`config.mk`:
```
export PLATFORM = sky130hd
export DESIGN_NAME = decoded_picture_buffer_manager_unit_flat
export DESIGN_NICKNAME = d
export VERILOG_FILES = /design/src/sv/dpbm_pkg.sv /design/src/sv/dpbm_ifs.sv /design/src/sv/dpbm_store.sv /design/src/sv/dpbm_match.sv /design/src/sv/dpbm_result_reg.sv /design/src/sv/decoded_picture_buffer_manager_unit.sv /design/src/flat_wrapper.sv
export SDC_FILE = /design/constraint.sdc
export NUM_CORES = 1
export LEC_CHECK = 0
export BUFFER_PORTS_ARGS = -buffer_cell sky130_fd_sc_hd__buf_2
export CAP_MARGIN = 20
export CORE_MARGIN = 2
export CORE_UTILIZATION = 55
export DETAILED_ROUTE_END_ITERATION = 12
export HOLD_SLACK_MARGIN = 0.02
export PLACE_DENSITY_LB_ADDON = 0.2
export SYNTH_ARGS = -nofsm -noshare
export SYNTH_HDL_FRONTEND = slang
export SYNTH_HIERARCHICAL = 1
export SYNTH_SLANG_ARGS = --single-unit
export TNS_END_PERCENT = 10
```
`constraint.sdc`:
```
create_clock -name clk -period 7.95 [get_ports clk]
set_clock_uncertainty 0.2 [all_clocks]
set_input_delay 1.59 -clock clk [delete_from_list [all_inputs] [get_ports clk]]
set_output_delay 1.59 -clock clk [all_outputs]
set_load 0.05 [all_outputs]
```
`src/sv/dpbm_pkg.sv`:
```
// Shared constants, operation codes and types of the decoded picture buffer manager.
`timescale 1ns / 1ps
`default_nettype none
package dpbm_pkg;

  localparam int OP_W        = 4;
  localparam int IN_HDL_W    = 8;
  localparam int OUT_HDL_W   = 8;
  localparam int POC_W       = 32;
  localparam int LOW_W       = 16;
  localparam int OUT_CNT_W   = 5;
  localparam int ST_W        = 2;
  localparam int APB_DATA_W  = 32;
  localparam int APB_ADDR_W  = 3;
  localparam int MAX_RESULTS = 16;
  localparam int LIST_CNT_W  = $clog2(MAX_RESULTS + 1);

  localparam logic [OP_W-1:0] OP_ADD        = 4'd0;
  localparam logic [OP_W-1:0] OP_CLEAR      = 4'd1;
  localparam logic [OP_W-1:0] OP_DEL_UNUSED = 4'd2;
  localparam logic [OP_W-1:0] OP_DEL_POC    = 4'd3;
  localparam logic [OP_W-1:0] OP_COUNT_REF  = 4'd4;
  localparam logic [OP_W-1:0] OP_UNMARK     = 4'd5;
  localparam logic [OP_W-1:0] OP_FIND_REF   = 4'd6;
  localparam logic [OP_W-1:0] OP_FIND_LOW   = 4'd7;
  localparam logic [OP_W-1:0] OP_FIND_SHORT = 4'd8;
  localparam logic [OP_W-1:0] OP_FIND_LONG  = 4'd9;
  localparam logic [OP_W-1:0] OP_LIST       = 4'd10;
  localparam logic [OP_W-1:0] OP_UPDATE     = 4'd11;
  localparam logic [OP_W-1:0] OP_STATUS     = 4'd12;

  localparam logic [ST_W-1:0] ST_OK        = 2'd0;
  localparam logic [ST_W-1:0] ST_NOT_FOUND = 2'd1;
  localparam logic [ST_W-1:0] ST_DROPPED   = 2'd2;

  localparam logic             REG_MAX_PIC   = 1'b0;
  localparam logic [OUT_CNT_W-1:0] MAX_PIC_RESET = 5'd16;

  typedef struct packed {
    logic ref_f;
    logic lterm;
    logic done;
  } flags_t;

  typedef struct packed {
    logic poc_eq;
    logic low_eq;
    logic hdl_eq;
  } match_t;

  typedef struct packed {
    logic                   found;
    logic [OUT_HDL_W-1:0]   found_handle;
    logic [POC_W-1:0]       found_order_count;
    logic [OUT_CNT_W-1:0]   entry_count;
    logic [OUT_CNT_W-1:0]   reference_count;
    logic                   is_full;
    logic [ST_W-1:0]        status;
    logic                   last;
  } result_t;

endpackage
`default_nettype wire

```
`src/sv/dpbm_ifs.sv`:
```
// Request and result channel interfaces of the decoded picture buffer manager.
`timescale 1ns / 1ps
`default_nettype none
interface dpbm_in_if;
  import dpbm_pkg::*;
  logic                    valid;
  logic                    ready;
  logic [OP_W-1:0]         operation;
  logic [IN_HDL_W-1:0]     picture_handle;
  logic signed [POC_W-1:0] order_count;
  logic [LOW_W-1:0]        order_count_low;
  logic                    is_reference;
  logic                    is_long_term;
  logic                    is_output_done;

  modport source(output valid, operation, picture_handle, order_count, order_count_low,
                 is_reference, is_long_term, is_output_done, input ready);
  modport sink(input valid, operation, picture_handle, order_count, order_count_low,
               is_reference, is_long_term, is_output_done, output ready);
endinterface

interface dpbm_out_if;
  import dpbm_pkg::*;
  logic                    valid;
  logic                    ready;
  logic                    found;
  logic [OUT_HDL_W-1:0]    found_handle;
  logic signed [POC_W-1:0] found_order_count;
  logic [OUT_CNT_W-1:0]    entry_count;
  logic [OUT_CNT_W-1:0]    reference_count;
  logic                    is_full;
  logic [ST_W-1:0]         status;
  logic                    last;

  modport source(output valid, found, found_handle, found_order_count, entry_count,
                 reference_count, is_full, status, last, input ready);
  modport sink(input valid, found, found_handle, found_order_count, entry_count,
               reference_count, is_full, status, last, output ready);
endinterface
`default_nettype wire

```
`src/sv/dpbm_store.sv`:
```
// Picture entry memory with one write port and one registered read port.
`timescale 1ns / 1ps
`default_nettype none
module dpbm_store #(
  parameter int DEPTH = 16,
  parameter int WIDTH = 59
) (
  input  logic                     clk,
  input  logic                     wr_en,
  input  logic [$clog2(DEPTH)-1:0] wr_addr,
  input  logic [WIDTH-1:0]         wr_data,
  input  logic                     rd_en,
  input  logic [$clog2(DEPTH)-1:0] rd_addr,
  output logic [WIDTH-1:0]         rd_data
);

  logic [WIDTH-1:0] mem_r [DEPTH];
  logic [WIDTH-1:0] rd_data_r;

  always_ff @(posedge clk) begin
    if (wr_en) begin
      mem_r[wr_addr] <= wr_data;
    end
    if (rd_en) begin
      rd_data_r <= mem_r[rd_addr];
    end
  end

  assign rd_data = rd_data_r;

endmodule
`default_nettype wire

```
`src/sv/dpbm_match.sv`:
```
// Shared compare unit that matches one stored entry against the request key.
`timescale 1ns / 1ps
`default_nettype none
module dpbm_match #(
  parameter int HANDLE_WIDTH = 8
) (
  input  logic [HANDLE_WIDTH-1:0]     ent_hdl,
  input  logic [dpbm_pkg::POC_W-1:0]  ent_poc,
  input  logic [dpbm_pkg::LOW_W-1:0]  ent_low,
  input  logic [HANDLE_WIDTH-1:0]     key_hdl,
  input  logic [dpbm_pkg::POC_W-1:0]  key_poc,
  input  logic [dpbm_pkg::LOW_W-1:0]  key_low,
  output dpbm_pkg::match_t            match_o
);
  import dpbm_pkg::*;

  assign match_o.poc_eq = (ent_poc == key_poc);
  assign match_o.low_eq = (ent_low == key_low);
  assign match_o.hdl_eq = (ent_hdl == key_hdl);

endmodule
`default_nettype wire

```
`src/sv/dpbm_result_reg.sv`:
```
// Output register that holds one result until the sink takes it.
`timescale 1ns / 1ps
`default_nettype none
module dpbm_result_reg (
  input  logic              clk,
  input  logic              rst_n,
  input  logic              push,
  input  dpbm_pkg::result_t res,
  output logic              free,
  dpbm_out_if.source        out_chan
);
  import dpbm_pkg::*;

  logic    valid_r;
  result_t res_r;

  assign free = !valid_r || out_chan.ready;

  always_ff @(posedge clk) begin
    if (!rst_n) begin
      valid_r <= 1'b0;
    end else if (push) begin
      valid_r <= 1'b1;
    end else if (out_chan.ready) begin
      valid_r <= 1'b0;
    end
  end

  always_ff @(posedge clk) begin
    if (push) begin
      res_r <= res;
    end
  end

  assign out_chan.valid             = valid_r;
  assign out_chan.found             = res_r.found;
  assign out_chan.found_handle      = res_r.found_handle;
  assign out_chan.found_order_count = res_r.found_order_count;
  assign out_chan.entry_count       = res_r.entry_count;
  assign out_chan.reference_count   = res_r.reference_count;
  assign out_chan.is_full           = res_r.is_full;
  assign out_chan.status            = res_r.status;
  assign out_chan.last              = res_r.last;

endmodule
`default_nettype wire

```
`src/sv/decoded_picture_buffer_manager_unit.sv`:
```
// Top level of the decoded picture buffer manager: sequencer, store, compare unit, output.
// Sequencing: add, clear, count and status requests go straight to the final state S_FIN,
// which registers the result once the output is free; walking requests visit each held picture
// in a read state (S_RD) and then a compare state (S_EV) on the store's registered read port.
// Throughput: one request at a time; the next is taken once the final result is registered.
// Reset: synchronous active-low rst_n clears the count, sequencer and output; max_pictures=16.
`timescale 1ns / 1ps
`default_nettype none
module decoded_picture_buffer_manager_unit #(
  parameter int DEPTH        = 16,
  parameter int HANDLE_WIDTH = 8
) (
  input  logic                                clk,
  input  logic                                rst_n,
  dpbm_in_if.sink                             in_chan,
  dpbm_out_if.source                          out_chan,
  input  logic                                psel,
  input  logic                                penable,
  input  logic                                pwrite,
  input  logic [dpbm_pkg::APB_ADDR_W-1:0]     paddr,
  input  logic [dpbm_pkg::APB_DATA_W-1:0]     pwdata,
  output logic [dpbm_pkg::APB_DATA_W-1:0]     prdata,
  output logic                                pready
);
  import dpbm_pkg::*;

  localparam int IW = $clog2(DEPTH);
  localparam int CW = $clog2(DEPTH + 1);
  localparam int EW = HANDLE_WIDTH + POC_W + LOW_W + 3;

  typedef struct packed {
    logic [HANDLE_WIDTH-1:0] hdl;
    logic [POC_W-1:0]        poc;
    logic [LOW_W-1:0]        low;
    flags_t                  flags;
  } entry_t;

  typedef enum logic [3:0] {
    S_IDLE = 4'b0001,
    S_RD   = 4'b0010,
    S_EV   = 4'b0100,
    S_FIN  = 4'b1000
  } seq_state_t;

  seq_state_t              state_r, state_nxt;
  logic [OP_W-1:0]         op_r;
  entry_t                  key_r;
  logic [CW-1:0]           idx_r, idx_nxt;
  logic [CW-1:0]           wr_idx_r, wr_idx_nxt;
  logic [CW-1:0]           held_r, held_nxt;
  logic [CW-1:0]           refs_r, refs_nxt;
  logic                    hit_r, hit_nxt;
  logic [LIST_CNT_W-1:0]   cnt_r, cnt_nxt;
  logic                    res_found_r, res_found_nxt;
  logic [HANDLE_WIDTH-1:0] res_hdl_r, res_hdl_nxt;
  logic [POC_W-1:0]        res_poc_r, res_poc_nxt;
  logic [ST_W-1:0]         status_r, status_nxt;
  logic [OUT_CNT_W-1:0]    max_pic_r;

  logic                    in_acc;
  logic [HANDLE_WIDTH+IN_HDL_W-1:0] in_hdl_ext;
  entry_t                  in_entry;
  entry_t                  ent;
  logic [EW-1:0]           rd_data;
  logic                    mem_wr_en, mem_rd_en;
  logic [IW-1:0]           mem_wr_addr;
  entry_t                  mem_wr_data;
  match_t                  m;
  logic                    push, out_free;
  result_t                 res;
  logic [HANDLE_WIDTH+OUT_HDL_W-1:0] res_hdl_ext;
  logic [CW+OUT_CNT_W-1:0] held_ext, refs_ext, max_ext;
  logic                    find_hit, drop;
  logic [ST_W-1:0]         end_status;
  logic                    cfg_wr;

  assign in_chan.ready = (state_r == S_IDLE);
  assign in_acc        = in_chan.valid && in_chan.ready;

  assign in_hdl_ext     = {{HANDLE_WIDTH{1'b0}}, in_chan.picture_handle};
  assign in_entry.hdl   = in_hdl_ext[HANDLE_WIDTH-1:0];
  assign in_entry.poc   = in_chan.order_count;
  assign in_entry.low   = in_chan.order_count_low;
  assign in_entry.flags = '{ref_f: in_chan.is_reference, lterm: in_chan.is_long_term,
                            done: in_chan.is_output_done};

  assign ent = rd_data;

  dpbm_store #(.DEPTH(DEPTH), .WIDTH(EW)) u_store (
    .clk     (clk),
    .wr_en   (mem_wr_en),
    .wr_addr (mem_wr_addr),
    .wr_data (mem_wr_data),
    .rd_en   (mem_rd_en),
    .rd_addr (idx_r[IW-1:0]),
    .rd_data (rd_data)
  );

  dpbm_match #(.HANDLE_WIDTH(HANDLE_WIDTH)) u_match (
    .ent_hdl (ent.hdl),
    .ent_poc (ent.poc),
    .ent_low (ent.low),
    .key_hdl (key_r.hdl),
    .key_poc (key_r.poc),
    .key_low (key_r.low),
    .match_o (m)
  );

  always_comb begin
    find_hit = 1'b0;
    unique case (op_r) inside
      OP_FIND_LOW:   find_hit = m.low_eq;
      OP_FIND_SHORT: find_hit = m.poc_eq && !ent.flags.lterm;
      OP_FIND_LONG:  find_hit = m.poc_eq && ent.flags.lterm;
      default:       find_hit = m.poc_eq;
    endcase
    find_hit = find_hit && ent.flags.ref_f;
    drop = (op_r == OP_DEL_UNUSED) ? (ent.flags.done && !ent.flags.ref_f)
                                   : (m.poc_eq && !hit_r);
  end

  always_comb begin
    unique case (op_r) inside
      OP_DEL_POC, OP_UPDATE:                               end_status = hit_r ? ST_OK : ST_NOT_FOUND;
      OP_FIND_REF, OP_FIND_LOW, OP_FIND_SHORT, OP_FIND_LONG: end_status = ST_NOT_FOUND;
      OP_LIST:                                             end_status = (cnt_r == '0) ? ST_NOT_FOUND : ST_OK;
      default:                                             end_status = ST_OK;
    endcase
  end

  always_comb begin
    state_nxt     = state_r;
    idx_nxt       = idx_r;
    wr_idx_nxt    = wr_idx_r;
    held_nxt      = held_r;
    refs_nxt      = refs_r;
    hit_nxt       = hit_r;
    cnt_nxt       = cnt_r;
    res_found_nxt = res_found_r;
    res_hdl_nxt   = res_hdl_r;
    res_poc_nxt   = res_poc_r;
    status_nxt    = status_r;
    mem_wr_en     = 1'b0;
    mem_wr_addr   = held_r[IW-1:0];
    mem_wr_data   = in_entry;
    mem_rd_en     = 1'b0;
    push          = 1'b0;
    unique case (state_r)
      S_IDLE: begin
        if (in_acc) begin
          idx_nxt       = '0;
          wr_idx_nxt    = '0;
          hit_nxt       = 1'b0;
          cnt_nxt       = '0;
          res_found_nxt = 1'b0;
          status_nxt    = ST_OK;
          state_nxt     = S_FIN;
          unique case (in_chan.operation) inside
            OP_ADD: begin
              if (held_r == CW'(DEPTH)) begin
                status_nxt = ST_DROPPED;
              end else begin
                mem_wr_en = 1'b1;
                held_nxt  = held_r + 1'b1;
                refs_nxt  = refs_r + CW'(in_chan.is_reference);
              end
            end
            OP_CLEAR: begin
              held_nxt = '0;
              refs_nxt = '0;
            end
            OP_DEL_UNUSED, OP_DEL_POC, OP_UNMARK, OP_FIND_REF, OP_FIND_LOW,
            OP_FIND_SHORT, OP_FIND_LONG, OP_LIST, OP_UPDATE: begin
              state_nxt = S_RD;
            end
            default: begin
              state_nxt = S_FIN;
            end
          endcase
        end
      end
      S_RD: begin
        if (idx_r == held_r) begin
          status_nxt = end_status;
          state_nxt  = S_FIN;
          if (op_r == OP_DEL_UNUSED || op_r == OP_DEL_POC) begin
            held_nxt = wr_idx_r;
          end
          if (op_r == OP_UNMARK) begin
            refs_nxt = '0;
          end
        end else begin
          mem_rd_en = 1'b1;
          state_nxt = S_EV;
        end
      end
      S_EV: begin
        unique case (op_r) inside
          OP_DEL_UNUSED, OP_DEL_POC: begin
            if (drop) begin
              if (op_r == OP_DEL_POC) begin
                hit_nxt = 1'b1;
              end
              refs_nxt = refs_r - CW'(ent.flags.ref_f);
            end else begin
              mem_wr_en   = 1'b1;
              mem_wr_addr = wr_idx_r[IW-1:0];
              mem_wr_data = ent;
              wr_idx_nxt  = wr_idx_r + 1'b1;
            end
            idx_nxt   = idx_r + 1'b1;
            state_nxt = S_RD;
          end
          OP_UNMARK: begin
            mem_wr_en               = 1'b1;
            mem_wr_addr             = idx_r[IW-1:0];
            mem_wr_data             = ent;
            mem_wr_data.flags.ref_f = 1'b0;
            idx_nxt                 = idx_r + 1'b1;
            state_nxt               = S_RD;
          end
          OP_FIND_REF, OP_FIND_LOW, OP_FIND_SHORT, OP_FIND_LONG: begin
            if (find_hit) begin
              res_found_nxt = 1'b1;
              res_hdl_nxt   = ent.hdl;
              res_poc_nxt   = ent.poc;
              status_nxt    = ST_OK;
              state_nxt     = S_FIN;
            end else begin
              idx_nxt   = idx_r + 1'b1;
              state_nxt = S_RD;
            end
          end
          OP_UPDATE: begin
            if (m.hdl_eq) begin
              mem_wr_en         = 1'b1;
              mem_wr_addr       = idx_r[IW-1:0];
              mem_wr_data       = ent;
              mem_wr_data.flags = key_r.flags;
              refs_nxt          = refs_r - CW'(ent.flags.ref_f) + CW'(key_r.flags.ref_f);
              hit_nxt           = 1'b1;
              status_nxt        = ST_OK;
              state_nxt         = S_FIN;
            end else begin
              idx_nxt   = idx_r + 1'b1;
              state_nxt = S_RD;
            end
          end
          OP_LIST: begin
            if (ent.flags.done) begin
              idx_nxt   = idx_r + 1'b1;
              state_nxt = S_RD;
            end else if (cnt_r == LIST_CNT_W'(MAX_RESULTS)) begin
              status_nxt = ST_OK;
              state_nxt  = S_FIN;
            end else if (!res_found_r || out_free) begin
              push          = res_found_r;
              res_found_nxt = 1'b1;
              res_hdl_nxt   = ent.hdl;
              res_poc_nxt   = ent.poc;
              cnt_nxt       = cnt_r + 1'b1;
              idx_nxt       = idx_r + 1'b1;
              state_nxt     = S_RD;
            end
          end
          default: begin
            state_nxt = S_FIN;
          end
        endcase
      end
      S_FIN: begin
        if (out_free) begin
          push      = 1'b1;
          state_nxt = S_IDLE;
        end
      end
      default: begin
        state_nxt = S_IDLE;
      end
    endcase
  end

  assign res_hdl_ext = {{OUT_HDL_W{1'b0}}, res_hdl_r};
  assign held_ext    = {{OUT_CNT_W{1'b0}}, held_r};
  assign refs_ext    = {{OUT_CNT_W{1'b0}}, refs_r};
  assign max_ext     = {{CW{1'b0}}, max_pic_r};

  always_comb begin
    res.found             = res_found_r;
    res.found_handle      = res_found_r ? res_hdl_ext[OUT_HDL_W-1:0] : '0;
    res.found_order_count = res_found_r ? res_poc_r : '0;
    res.entry_count       = held_ext[OUT_CNT_W-1:0];
    res.reference_count   = refs_ext[OUT_CNT_W-1:0];
    res.is_full           = (held_ext >= max_ext);
    res.status            = (state_r == S_FIN) ? status_r : ST_OK;
    res.last              = (state_r == S_FIN);
  end

  dpbm_result_reg u_result (
    .clk      (clk),
    .rst_n    (rst_n),
    .push     (push),
    .res      (res),
    .free     (out_free),
    .out_chan (out_chan)
  );

  always_ff @(posedge clk) begin
    if (!rst_n) begin
      state_r     <= S_IDLE;
      held_r      <= '0;
      refs_r      <= '0;
      idx_r       <= '0;
      wr_idx_r    <= '0;
      hit_r       <= 1'b0;
      cnt_r       <= '0;
      res_found_r <= 1'b0;
      status_r    <= ST_OK;
    end else begin
      state_r     <= state_nxt;
      held_r      <= held_nxt;
      refs_r      <= refs_nxt;
      idx_r       <= idx_nxt;
      wr_idx_r    <= wr_idx_nxt;
      hit_r       <= hit_nxt;
      cnt_r       <= cnt_nxt;
      res_found_r <= res_found_nxt;
      status_r    <= status_nxt;
    end
  end

  always_ff @(posedge clk) begin
    res_hdl_r <= res_hdl_nxt;
    res_poc_r <= res_poc_nxt;
    if (in_acc) begin
      op_r  <= in_chan.operation;
      key_r <= in_entry;
    end
  end

  assign cfg_wr = psel && penable && pwrite && (paddr[2] == REG_MAX_PIC);
  assign pready = 1'b1;

  always_ff @(posedge clk) begin
    if (!rst_n) begin
      max_pic_r <= MAX_PIC_RESET;
    end else if (cfg_wr) begin
      max_pic_r <= pwdata[OUT_CNT_W-1:0];
    end
  end

  assign prdata = (paddr[2] == REG_MAX_PIC) ? {{(APB_DATA_W-OUT_CNT_W){1'b0}}, max_pic_r} : '0;

endmodule
`default_nettype wire

```
`src/flat_wrapper.sv`:
```
// flat-port wrapper written by rule: the top's interface ports become plain ports
module decoded_picture_buffer_manager_unit_flat import dpbm_pkg::*;
#(
  parameter int DEPTH        = 16,
  parameter int HANDLE_WIDTH = 8
)
  (clk, rst_n, psel, penable, pwrite, paddr, pwdata, prdata, pready, in_chan_valid, in_chan_operation, in_chan_picture_handle, in_chan_order_count, in_chan_order_count_low, in_chan_is_reference, in_chan_is_long_term, in_chan_is_output_done, in_chan_ready, out_chan_valid, out_chan_found, out_chan_found_handle, out_chan_found_order_count, out_chan_entry_count, out_chan_reference_count, out_chan_is_full, out_chan_status, out_chan_last, out_chan_ready);
  dpbm_in_if in_chan_i ();
  dpbm_out_if out_chan_i ();
  input  logic clk;
  input  logic rst_n;
  input  logic psel;
  input  logic penable;
  input  logic pwrite;
  input  logic [dpbm_pkg::APB_ADDR_W-1:0] paddr;
  input  logic [dpbm_pkg::APB_DATA_W-1:0] pwdata;
  output logic [dpbm_pkg::APB_DATA_W-1:0] prdata;
  output logic pready;
  input wire logic [$bits(in_chan_i.valid)-1:0] in_chan_valid;
  input wire logic [$bits(in_chan_i.operation)-1:0] in_chan_operation;
  input wire logic [$bits(in_chan_i.picture_handle)-1:0] in_chan_picture_handle;
  input wire logic [$bits(in_chan_i.order_count)-1:0] in_chan_order_count;
  input wire logic [$bits(in_chan_i.order_count_low)-1:0] in_chan_order_count_low;
  input wire logic [$bits(in_chan_i.is_reference)-1:0] in_chan_is_reference;
  input wire logic [$bits(in_chan_i.is_long_term)-1:0] in_chan_is_long_term;
  input wire logic [$bits(in_chan_i.is_output_done)-1:0] in_chan_is_output_done;
  output wire logic [$bits(in_chan_i.ready)-1:0] in_chan_ready;
  output wire logic [$bits(out_chan_i.valid)-1:0] out_chan_valid;
  output wire logic [$bits(out_chan_i.found)-1:0] out_chan_found;
  output wire logic [$bits(out_chan_i.found_handle)-1:0] out_chan_found_handle;
  output wire logic [$bits(out_chan_i.found_order_count)-1:0] out_chan_found_order_count;
  output wire logic [$bits(out_chan_i.entry_count)-1:0] out_chan_entry_count;
  output wire logic [$bits(out_chan_i.reference_count)-1:0] out_chan_reference_count;
  output wire logic [$bits(out_chan_i.is_full)-1:0] out_chan_is_full;
  output wire logic [$bits(out_chan_i.status)-1:0] out_chan_status;
  output wire logic [$bits(out_chan_i.last)-1:0] out_chan_last;
  input wire logic [$bits(out_chan_i.ready)-1:0] out_chan_ready;
  assign in_chan_i.valid = in_chan_valid;
  assign in_chan_i.operation = in_chan_operation;
  assign in_chan_i.picture_handle = in_chan_picture_handle;
  assign in_chan_i.order_count = in_chan_order_count;
  assign in_chan_i.order_count_low = in_chan_order_count_low;
  assign in_chan_i.is_reference = in_chan_is_reference;
  assign in_chan_i.is_long_term = in_chan_is_long_term;
  assign in_chan_i.is_output_done = in_chan_is_output_done;
  assign in_chan_ready = in_chan_i.ready;
  assign out_chan_valid = out_chan_i.valid;
  assign out_chan_found = out_chan_i.found;
  assign out_chan_found_handle = out_chan_i.found_handle;
  assign out_chan_found_order_count = out_chan_i.found_order_count;
  assign out_chan_entry_count = out_chan_i.entry_count;
  assign out_chan_reference_count = out_chan_i.reference_count;
  assign out_chan_is_full = out_chan_i.is_full;
  assign out_chan_status = out_chan_i.status;
  assign out_chan_last = out_chan_i.last;
  assign out_chan_i.ready = out_chan_ready;
  decoded_picture_buffer_manager_unit #(.DEPTH(DEPTH), .HANDLE_WIDTH(HANDLE_WIDTH)) u_core (.clk(clk), .rst_n(rst_n), .in_chan(in_chan_i), .out_chan(out_chan_i), .psel(psel), .penable(penable), .pwrite(pwrite), .paddr(paddr), .pwdata(pwdata), .prdata(prdata), .pready(pready));
endmodule
```
======== Word-level counts from Yosys, hierarchy flattened ========
Memories as Yosys holds them, arrays and structs flattened. A register that Yosys moved wholly into a read port is not among the register bits.
Index checks and enable logic that the tools add are counted.
operators by class
  reductions and logical operators ........ 39
  equal/unequal tests ..................... 63
  magnitude comparators ................... 1
  muxes and demuxes ....................... 107
  bitwise logic cells ..................... 1
  add/sub/neg operators ................... 7
operators with widths
  kind                 count
  $mux 59              3
  $pmux 59 s3          1
  $mux 32              4
  $mux 5               23
  $pmux 5 s2           7
  $pmux 32 s2          1
  $mux 4               12
  $eq 4x4->1 const B   9
  $eq 32x32->1         1
  $mux 8               4
  $pmux 4 s4           2
  $eq 4x3->1 const B   7
  $mux 1               27
  $ne 3x3->1 const B   8
  $reduce_and 6->1     4
  $add 5x1->5 const B  4
  $eq 4x2->1 const B   5
  $pmux 5 s4           1
  $ne 3x2->1 const B   6
  $pmux 2 s3           3
  $eq 16x16->1         1
  $mux 2               8
  $ne 2x2->1 const B   8
  $pmux 8 s2           1
  33 further kinds     68
word-level totals
  input bits .............................. 105
  RAM bits ................................ 944
  logic and storage cells ................. 247
  bits in registers ....................... 197
  memories ................................ 1
  output and inout bits ................... 90
memory list
  memory                depth  bits a word  rd ports  clocked after Yosys merged registers in  write ports  line              RTL
  u_core.u_store.mem_r  16     59           1         1                                        1            dpbm_store.sv:17  logic [WIDTH-1:0] mem_r [DEPTH];

======== Longest topological paths before layout ========
  depth in word-level cells ............... 9
  mapped depth ............................ 11

======== Cells and area by module ========
The synthesis kept the hierarchy.
by module, submodules not included
  module                               seq. area each (um2)  cells each  area an instance (um2)  times used
  dpbm_store                           30,118.9              1,522       37,044.3                1
  decoded_picture_buffer_manager_unit  3,853.7               632         7,372.1                 1
  dpbm_result_reg                      1,671.6               59          1,700.4                 1
  dpbm_match                           0.0                   75          604.3                   1

======== Worst setup path before layout ========
No wires, ideal clock.
  path type ............................... input to register
  start ................................... input port in_chan_valid
  end ..................................... memory u_core.u_store.mem_r[0][0], enable pin
  cell stages on the path ................. 6
  path slack .............................. 190 ps
  required time ........................... 7,202 ps
  data arrival time ....................... 7,011 ps
  cell sequence ........................... and3b_1 nand2_1 clkbuf_1 o31ai_1 or3b_2 nor3_1
between the ends
  word-level cells in the longest chain between the ends .. 5
ends and longest elaborated chain
  element                       line                                        RTL
  from (decl)                   flat_wrapper.sv:19                          input wire logic [$bits(in_chan_i.valid)-1:0] in_chan_valid;
  $logic_and 1x1->1             decoded_picture_buffer_manager_unit.sv:78   assign in_acc = in_chan.valid && in_chan.ready;
  $mux 1                        decoded_picture_buffer_manager_unit.sv:150  if (in_acc) begin
  $pmux 1 s2                    decoded_picture_buffer_manager_unit.sv:148  unique case (state_r)
  named net u_core.mem_wr_en    decoded_picture_buffer_manager_unit.sv:65   logic mem_wr_en, mem_rd_en;
  $mux 1                        dpbm_store.sv:21                            if (wr_en) begin
  $mux 1 (implied by the code)  dpbm_store.sv:22                            mem_r[wr_addr] <= wr_data;
  to (decl)                     dpbm_store.sv:17
The timed path passes the listed nets, and every way through them passes these cells.

==> flow_summary.json <==
{
  "cts-root-buf": "clkbuf_16",
  "vias_per_cell": 6.20,
  "drc": 0,
  "period_share": 0.757,
  "synth_edf_count": 1161,
  "place_area_mm2": 0.0489,
  "crit_required_ps": 8090,
  "maxSlewViolCount": 0,
  "rrSetupSlack_ps": 1930,
  "cts_setup_buffers": 0,
  "overflow": 0,
  "crit_type": "reg2reg",
  "maxSlewHeadroom": 0.191,
  "critPathMaxFanout": 29,
  "clkPwrFrac": 0.408,
  "cts_tree": "yes",
  "fin_cells": 3713,
  "clock-sinks": 1200,
  "coreArea_mm2": 0.0838,
  "fin_ws_ps": 1930,
  "ys_ff_latch": 1200,
  "grt_max_degree": 121,
  "max_stage_delay_ps": 830,
  "startpoint": "u_core/u_store/rd_data[44]",
  "finalSetupViolCount": 0,
  "final_cell_area_mm2": 0.0526,
  "endpoint_kind": "register",
  "die_h_um": 295,
  "tightest_slew_ps": 1210,
  "pwr-share-seq": 0.544,
  "leakage_uw": 0.0166,
  "clkLatencyLatePin_ps": 690,
  "die_x_um": 295,
  "first_iter_violations": 2358,
  "critPathLaunchType": "register",
  "seq_area_frac_synth": 0.763,
  "rsz0062_at_grt": "false",
  "cts_hold_buf": 0,
  "antenna_found_initial": 5,
  "die-area_mm2": 0.0873,
  "rows": 106,
  "p_sw_frac": 0.210,
  "avgRoutedWirePerCell_um": 28.2,
  "grt_usage": 0.243,
  "status": "complete, no violations",
  "worstPathArrival_ps": 6160,
  "min_from": "u_core/status_r[0]",
  "p_int_uw": 10200,
  "r2r-start": "u_core/u_store/rd_data[44]",
  "port_buffers": 137,
  "postSynth.asyncResetShare": 0,
  "slowest_stage": "nor4_1",
  "final_layout_size_suffix_gt1_frac": 0.249,
  "hold_class": "reg2reg",
  "ios": 195,
  "wl_um": 105000,
  "htree_num_levels": 3,
  "place_congestion": 0.844,
  "drt_pass1_iterations": 5,
  "synth.area.top_cells": "edfxtp_1 (75%), mux4_2 (11%), a22oi_1 (1.9%)",
  "ant_nets": 0,
  "nFillCells": 5744,
  "cap_violations": 0,
  "clk_pin_slew_ps": 60,
  "power.density_mw_per_mm2": 246,
  "combPwrFrac": 0.048,
  "grt_pass1_vias": 23075,
  "diodes": 0,
  "vdd_ir_drop_max_uv": 180,
  "dp_hpwl_um": 54000,
  "hold_viol": 0,
  "vias": 23028,
  "clockBufferDepth": 3,
  "power_switching_uw": 2710,
  "min_period_ps": 6020,
  "synth_ff_type": "edfxtp_1",
  "syn_inst": 2288,
  "avgSynthCellArea_um2": 20.4,
  "synth_top_cell_by_area": "edfxtp_1",
  "final-seq-area_mm2": 0.0357,
  "cp_cell_sequence": "xor2_1 > nor4_1 > nand4_1 > nor2_1 > and3b_1 > o21bai_4 > nand3_4 > a22o_1 > nand2_1 > nor2_4 > buf_4",
  "cts_resized": 0,
  "cts_made_buffers": 117,
  "place_inst": 3495,
  "synthDistinctLibCells": 84,
  "fmax_mhz": 166,
  "initial_core_util": 0.557,
  "dp_slack_ps": 2010,
  "area_growth_pct": 12.5,
  "grt_pass1_wl_um": 152000,
  "multiInputGateArea_mm2": 0.0105,
  "synth_area_mm2": 0.0467,
  "fin_tns_setup_ps": 0,
  "synth_top_area_frac": 0.746,
  "nets": 2602,
  "yosys_warnings": 6
}
cells by family (layout without fill, tap and decap cells):
group | Yosys count | after routing | share of synthesized area
adder cells (fa/ha/maj) | 17 | 17 | 0.00455
other | 2 | 28 | 0.000161
buffers and inverters | 160 | 425 | 0.0178
flip-flops | 1200 | 1200 | 0.763
multiplexers | 303 | 303 | 0.130
AO/OA/AOI/OAI | 220 | 220 | 0.0354
XOR/XNOR | 76 | 76 | 0.0142
AND/OR/NAND/NOR | 310 | 310 | 0.0352
final cells by class:
type,instances,share of cell area
flip-flops and latches,1200,0.678
multi-input cells,954,0.200
clock buffers,143,0.0585
well taps,1134,0.0270
repair buffers,180,0.0228
clock inverters,75,0.0116
inverters,27,0.00198
stage by stage:
stage	power (µW)	hold WS, ps	utilization
2_1_floorplan	7630	206	-
3_3_place_gp	7770	241	0.583
3_5_place_dp	7790	254	0.583
4_1_cts	13000	262	0.627
5_1_grt	13300	278	0.627
6_report	12900	260	0.627
placed cells by master, fill, tap and decap left out, types with 31 or more instances in the layout:
master | synthesis | routed
a22oi_1 | 119 | 119
and2_1 | 47 | 45
buf_2 | 36 | 137
clkbuf_16 | 0 | 118
clkinv_2 | 0 | 31
dfxtp_1 | 39 | 36
edfxtp_1 | 1161 | 1161
mux2_1 | 50 | 50
mux4_2 | 236 | 236
nand2_1 | 92 | 92
nor2_1 | 64 | 51
xnor2_1 | 33 | 33
xor2_1 | 43 | 43
worst paths after layout:
check | to | cells past startpoint
max | u_core/u_store/mem_r[7][28] | 11
max reg2reg | u_core/u_store/mem_r[7][28] | 11
min | u_core/status_r[0] | 2
min reg2reg | u_core/status_r[0] | 2
synth_stat cells (all sizes together), types with 26 or more instances:
library cell,instances
dfxtp,39
nor2,64
buf,77
nand2,92
a22oi,119
inv,26
mux2,56
clkbuf,56
xor2,43
and2,47
mux4,236
xnor2,33
edfxtp,1161
metal layers:
layer | global-route usage | routed length (µm)
met4 | 0.0639 | 2110
met2 | 0.399 | 51900
met1 | 0.338 | 42100
met5 | 0 | 36
met3 | 0.0466 | 8780
flip-flops by register name, indices dropped and copies added (netlist names), 2 cells and up:
register and count:
u_core/status_r 2, u_core/held_r 5, u_core/res_poc_r 32, u_core/u_result/out_chan.reference_count 5
u_core/state_r 4, u_core/max_pic_r 5, u_core/res_hdl_r 8, u_core/u_result/out_chan.found_handle 8
u_core/u_result/out_chan.entry_count 5, u_core/u_result/out_chan.found_order_count 32, u_core/refs_r 5, u_core/u_result/out_chan.status 2
u_core/u_store/mem_r 944, u_core/key_r 59, u_core/idx_r 5, u_core/wr_idx_r 5
u_core/u_store/rd_data 59, u_core/op_r 4, u_core/cnt_r 5
power groups by stage:
stage          clock network (µW)  logic, µW  registers [µW]
2_1_floorplan                   0        482            7150
3_3_place_gp                    0        606            7160
3_5_place_dp                    0        623            7170
4_1_cts                      5370        626            7030
5_1_grt                      5620        671            7030
6_report                     5280        619            7030
critical path: cells and delay by family, from the launching register on:
kind,cells,cell delay (ps)
XOR/XNOR,1,210
buffers and inverters,1,460
AO/OA/AOI/OAI,2,600
flip-flops,1,440
AND/OR/NAND/NOR,7,3710
(Power assumes the default switching activity.)
